File: src/design/smx_pkg.sv
package smx_pkg;

  localparam int StackDepthDef = 1024;
  localparam int DataWordsDef  = 4096;
  localparam int ProgWordsDef  = 256;

  typedef enum logic [3:0] {
    OP_LD  = 4'd0,
    OP_ST  = 4'd1,
    OP_LDC = 4'd2,
    OP_ADD = 4'd3,
    OP_SUB = 4'd4,
    OP_CMP = 4'd5,
    OP_JMP = 4'd6,
    OP_BR  = 4'd7,
    OP_RET = 4'd8
  } op_t;

  typedef enum logic [2:0] {
    ST_OK       = 3'd0,
    ST_RET      = 3'd1,
    ST_OVER     = 3'd2,
    ST_FEW      = 3'd3,
    ST_ADDR     = 3'd4,
    ST_EMPTY_BR = 3'd5,
    ST_IGNORED  = 3'd6
  } st_t;

  typedef struct packed {
    logic [3:0]         opcode;
    logic signed [31:0] operand;
  } in_req_t;

  typedef struct packed {
    logic [7:0]         next_pc;
    logic signed [31:0] top_value;
    logic [10:0]        stack_count;
    logic [2:0]         status;
  } out_rsp_t;

  typedef struct packed {
    logic        en;
    logic [31:0] addr;
    logic [31:0] data;
  } mem_wr_t;

endpackage

File: src/design/smx_exec.sv
module smx_exec #(
  parameter int STACK_DEPTH = 1024,
  parameter int DATA_WORDS  = 4096,
  parameter int PROG_WORDS  = 256
) (
  input  logic              clk,
  input  logic              rst_n,
  input  logic              ex_fire,
  input  smx_pkg::in_req_t  ex_req,
  input  logic [31:0]       ld_data,
  output smx_pkg::out_rsp_t rsp,
  output smx_pkg::mem_wr_t  wr
);

  import smx_pkg::*;

  localparam int SW = $clog2(STACK_DEPTH + 1);
  localparam int PW = $clog2(PROG_WORDS);
  localparam logic [31:0] DataLim = 32'(DATA_WORDS);
  localparam logic [31:0] ProgLim = 32'(PROG_WORDS);

  logic [PW-1:0] pc_r, pc_nxt;
  logic [SW-1:0] sp_r, sp_nxt;
  logic          halted_r, halted_nxt;
  logic [31:0]   top_r, sec_r, top_nxt;

  op_t         op;
  st_t         st;
  logic        push, jump, halt_set, wr_en;
  logic [31:0] push_val, alu, arg;
  logic        addr_ok, tgt_ok, full, empty, few;
  logic [31:0] pc_wide, sp_wide;

  assign op      = op_t'(ex_req.opcode);
  assign arg     = ex_req.operand;
  assign addr_ok = arg < DataLim;
  assign tgt_ok  = arg < ProgLim;
  assign full    = sp_r == SW'(STACK_DEPTH);
  assign empty   = sp_r == '0;
  assign few     = sp_r < SW'(2);

  always_comb begin
    case (op)
      OP_ADD:  alu = top_r + sec_r;
      OP_SUB:  alu = top_r - sec_r;
      default: begin
        if ($signed(sec_r) < $signed(top_r)) begin
          alu = 32'd1;
        end else if ($signed(top_r) < $signed(sec_r)) begin
          alu = '1;
        end else begin
          alu = '0;
        end
      end
    endcase
  end

  always_comb begin
    st       = ST_OK;
    push     = 1'b0;
    push_val = arg;
    jump     = 1'b0;
    halt_set = 1'b0;
    wr_en    = 1'b0;
    if (halted_r) begin
      st = ST_IGNORED;
    end else begin
      unique case (op) inside
        OP_LD: begin
          if (!addr_ok) begin
            st = ST_ADDR;
          end else if (full) begin
            st = ST_OVER;
          end else begin
            push     = 1'b1;
            push_val = ld_data;
          end
        end
        OP_ST: begin
          if (empty) begin
            st = ST_FEW;
          end else if (!addr_ok) begin
            st = ST_ADDR;
          end else begin
            wr_en = 1'b1;
          end
        end
        OP_LDC: begin
          if (full) begin
            st = ST_OVER;
          end else begin
            push = 1'b1;
          end
        end
        OP_ADD, OP_SUB, OP_CMP: begin
          if (few) begin
            st = ST_FEW;
          end else if (full) begin
            st = ST_OVER;
          end else begin
            push     = 1'b1;
            push_val = alu;
          end
        end
        OP_JMP: begin
          if (!tgt_ok) begin
            st = ST_ADDR;
          end else begin
            jump = 1'b1;
          end
        end
        OP_BR: begin
          if (empty) begin
            st       = ST_EMPTY_BR;
            halt_set = 1'b1;
          end else if (top_r != '0) begin
            if (!tgt_ok) begin
              st = ST_ADDR;
            end else begin
              jump = 1'b1;
            end
          end
        end
        OP_RET: begin
          st       = ST_RET;
          halt_set = 1'b1;
        end
        default: st = ST_ADDR;
      endcase
    end
  end

  always_comb begin
    pc_nxt     = pc_r;
    sp_nxt     = sp_r;
    top_nxt    = top_r;
    halted_nxt = halted_r | halt_set;
    if (st == ST_OK) begin
      if (jump) begin
        pc_nxt = arg[PW-1:0];
      end else if (pc_r == PW'(PROG_WORDS - 1)) begin
        pc_nxt = '0;
      end else begin
        pc_nxt = pc_r + PW'(1);
      end
    end
    if (push) begin
      sp_nxt  = sp_r + SW'(1);
      top_nxt = push_val;
    end
  end

  assign pc_wide         = 32'(pc_nxt);
  assign sp_wide         = 32'(sp_nxt);
  assign rsp.next_pc     = pc_wide[7:0];
  assign rsp.top_value   = (sp_nxt != '0) ? top_nxt : '0;
  assign rsp.stack_count = sp_wide[10:0];
  assign rsp.status      = st;

  assign wr.en   = wr_en & ex_fire;
  assign wr.addr = arg;
  assign wr.data = top_r;

  always_ff @(posedge clk) begin
    if (!rst_n) begin
      pc_r     <= '0;
      sp_r     <= '0;
      halted_r <= 1'b0;
    end else if (ex_fire) begin
      pc_r     <= pc_nxt;
      sp_r     <= sp_nxt;
      halted_r <= halted_nxt;
    end
  end

  always_ff @(posedge clk) begin
    if (ex_fire && push) begin
      sec_r <= top_r;
      top_r <= push_val;
    end
  end

endmodule

File: config.mk
export PLATFORM = sky130hd
export DESIGN_NAME = smx_exec
export DESIGN_NICKNAME = d
export VERILOG_FILES = /design/src/design/smx_pkg.sv /design/src/design/smx_exec.sv
export SDC_FILE = /design/constraint.sdc
export NUM_CORES = 1
export LEC_CHECK = 0
export ABC_AREA = 1
export BUFFER_PORTS_ARGS = -buffer_cell sky130_fd_sc_hd__buf_2
export CAP_MARGIN = 20
export CORE_ASPECT_RATIO = 0.7
export CORE_UTILIZATION = 55
export CTS_BUF_LIST = sky130_fd_sc_hd__clkbuf_8 sky130_fd_sc_hd__clkbuf_16
export CTS_CLUSTER_SIZE = 25
export DETAILED_ROUTE_END_ITERATION = 6
export PLACE_DENSITY = 0.78
export SLEW_MARGIN = 0
export SYNTH_ARGS = -nofsm -noshare
export SYNTH_HDL_FRONTEND = slang
export SYNTH_SLANG_ARGS = --single-unit
export TNS_END_PERCENT = 10
File: constraint.sdc
create_clock -name clk -period 8.4 [get_ports clk]
set_clock_uncertainty 0.1 [all_clocks]
set_input_delay 1.26 -clock clk [delete_from_list [all_inputs] [get_ports clk]]
set_output_delay 1.26 -clock clk [all_outputs]
set_load 0.01 [all_outputs]
==> results by group <==
Synth
  – Post-synthesis cell count: 2044
  – Post-synth top cells: nand2_1, inv_1, nand3_1, nor2_1, a21oi_1
  – Yosys top cell area share: 18.31%
  – Synth warn: 0
  – Yosys reg bits: 84
  – XOR/XNOR share of the synthesized area: 0.8794%
  – Post-synth ARST share: 0%
  – Synth Area in Compound Gates: 13.58%
  – Syn_nets: 2216
  – Sequential area share after synthesis: 19.43%
  – Most area-hungry cell type in the Yosys netlist: nand2_1
  – Adder-Cell Fraction of Synth Area: 10.70%
  – Post-synth EDFFs: 64
  – Syn_area_per_cell: 5.847 um^2
  – Synth cell types: 46
  – Mux contribution to synthesized area: 0%
  – Area of the mapped netlist: 11950 um^2
  – Largest family of logic cells by synthesized area: simple AND/OR/NAND/NOR gates
  – Main flop type after synthesis: edfxtp_1
  – Synth top area cells: nand2_1, edfxtp_1, inv_1
  – Simple-Gate Fraction of Synth Area: 39.37%
  – Top-count cell post-synth: nand2_1

Route
  – Pre-antenna DRT Iters: 7
  – Post-Route WL: 46430 um
  – Vias/cell: 5.819
  – Initial DRC count: 1947
  – Final ANT Viol Nets: 0
  – Avg WL per Cell: 19.07 um
  – Total number of vias: 14.17k
  – # DRC: 4

Timing
  – Hold slack: 0.4740 ns
  – Setup violators final: 0
  – Final Hold Vio Count: 0
  – Minimum clock period: 6.431 ns
  – Relative slew slack: 38.60%
  – Max Slew Vio Count: 0
  – RSZ-0062 raised after global routing: no
  – Worst-margin pin slew: 0.9210 ns
  – Post-route setup slack: 1.969 ns
  – Fmax achieved: 0.1555 GHz
  – TNS Setup: 0 ns
  – Final Cycle Share: 76.56%

Finish
  – Filler cells: 2216
  – Diode count: 0
  – Fin nets: 2326
  – Final core occ: 61.89%
  – Share of cells above drive strength 1: 12.78%
  – Area delta synth->final: 8.899%

Setup path
  – WS Path Type: in -> out
  – Critical path arrival: 5.07 ns
  – CP endpoint kind: primary output
  – RR Startpoint: top_r[2]
  – Crit-path slowest cell: inv_2
  – Worst r2r path cells: 16
  – Slowest stage delay, CP: 0.70 ns
  – Buf/Inv on CP: 5
  – CP Launch Type: primary input
  – FF-to-FF End: top_r[27]
  – Worst path top cell family by delay: simple AND/OR/NAND/NOR gates
  – CP required: 7.04 ns
  – Reg2Reg Setup Slack: 4.41 ns
  – CP Cell Sequence: buf_2 -> nor2_2 -> inv_1 -> nor2_1 -> nand3_2 -> nand2_4 -> nand2_4 -> inv_2 -> nand2_1 -> nand2_1 -> inv_1 -> nand2_1 -> nor2_1 -> nand3_2 -> o21ai_0 -> nor2_1 -> buf_2
  – Max Fanout on Critical Path: 53

Hold path
  – Hold Path Origin: top_r[28]
  – Hold Crit Endpoint: sec_r[28]
  – WHS Path Cells: 0
  – Hold Crit Class: reg -> reg

CTS
  – Clk buf depth: 2
  – Number of setup buffers added after CTS: 0
  – Hold bufs inserted after CTS: 0
  – Clock Tree Root: clkbuf_16
  – Num Clock Sinks: 84
  – TritonCTS clock tree: built
  – Post_cts resized: 0
  – CTS Buf Count: 9
  – Clock-pin slew on the worst setup and hold paths: 0.07 ns
  – H-tree Lvls: 3
  – Later-pin clock latency in the skew report: 0.37 ns

Outcome
  – Failing checks: DRC
  – Status: complete, but fails checks

Power
  – Worst vdd ir: 0.1132 mV
  – Power Dens Cells: 115.3 nW/um^2
  – Leak: 0.007065 uW

Place
  – I/O Buffers: 189
  – DP HPWL: 37790 um
  – Final Wtd Congestion: 0.9920
  – Post-place setup slack: 2.112 ns

GRT
  – Initial antenna violation count: 2
  – GRT Total Usage: 41.19%
  – Pin count of the biggest net entering global routing: 65
  – First-pass GRT wire length: 70080 um
  – Vias in the first global route: 12.44k
  – Global route total overflow: 0

Floorplan
  – Row cnt: 44
  – CORE AREA: 21030 um^2
  – Number of I/O pins: 190
  – Die H: 125.3 um
  – DIE WIDTH: 178.2 um
  – Starting Density: 56.83%
  – Die area: 22330 um^2

Flow run
  – Number of max-cap violations: 0
-- cell type report --
class,instances,area (um^2),share of cell area [%]
Multi-Input combinational cell,1500,7722,59.33
Sequential cell,84,2322,17.84
Inverter,364,1366,10.50
Timing Repair Buffer,195,991.0,7.614
Tap cell,276,345.3,2.653
Clock buffer,9,225.2,1.730
Clock inverter,7,42.54,0.3269
-- power breakdown --
group / total, uW / internal [uW] / switching, uW / leakage, uW
clock: 388 / 199 / 189 / 0.000131
combinational: 612 / 191 / 421 / 0.00618
sequential: 500 / 472 / 27.5 / 0.000751
total: 1500 / 862 / 638 / 0.00707
-- worst max-delay path by stage --
stage	end	from	cells past startpoint	slack [ns]
2_1_floorplan	sp_r[0]	ex_req[14]	13	2.66
3_3_place_gp	rsp[24]	ex_req[34]	19	2.26
3_5_place_dp	rsp[31]	ex_req[34]	17	2.11
4_1_cts	rsp[31]	ex_req[34]	17	2.11
5_1_grt	rsp[31]	ex_req[34]	19	1.62
6_report	rsp[31]	ex_req[34]	17	1.97
-- stage by stage --
| stage | total power [uW] | cells | instance area, um^2 |
|---|---|---|---|
| floorplan | 904.4 | 2044 | 11950 |
| global placement | 1091 | 2419 | 12750 |
| detailed placement | 1100 | 2419 | 12750 |
| CTS | 1484 | 2435 | 13020 |
| global route | 1575 | 2435 | 13020 |
| finish | 1501 | 2435 | 13020 |
-- sequential cells by signal (all words and copies together), names as in the netlist --
signal and cells:
sec_r 32, top_r 32, pc_r 8, sp_r 11, halted_r 1
-- layer usage --
metal | up-vias | routed length [um] | global-route usage [%]
met2 | 925 | 19170 | 60.04
met1 | 6448 | 20300 | 60.19
li1 | 6701 | - | -
met4 | 0 | 1362 | 12.51
met3 | 95 | 5602 | 8.759
met5 | - | 0 | 0
-- cells in the final DEF, fill, tap and decap left out, drive strengths merged --
cell	instances
nand2	601
inv	365
nand3	212
nor2	210
buf	195
a21oi	121
o21ai	101
ha	99
edfxtp	64
nand4	28
nor3	26
dfxtp	20
a211oi	16
nor4	14
a21boi	13
xor2	12
a31oi	11
o21bai	10
clkbuf	9
or2	5
clkinv	5
a21o	4
o211ai	3
o21a	2
and2	2
nand3b	2
a221oi	2
fa	2
nor3b	1
o31ai	1
and3	1
o221ai	1
clkinvlp	1
-- logic make-up after synthesis --
group,Yosys count
compound gates,285
xor+xnor,12
fa+ha+maj,101
buf+inv,460
flops,84
simple gates,1102
(Power assumes the default switching activity.)
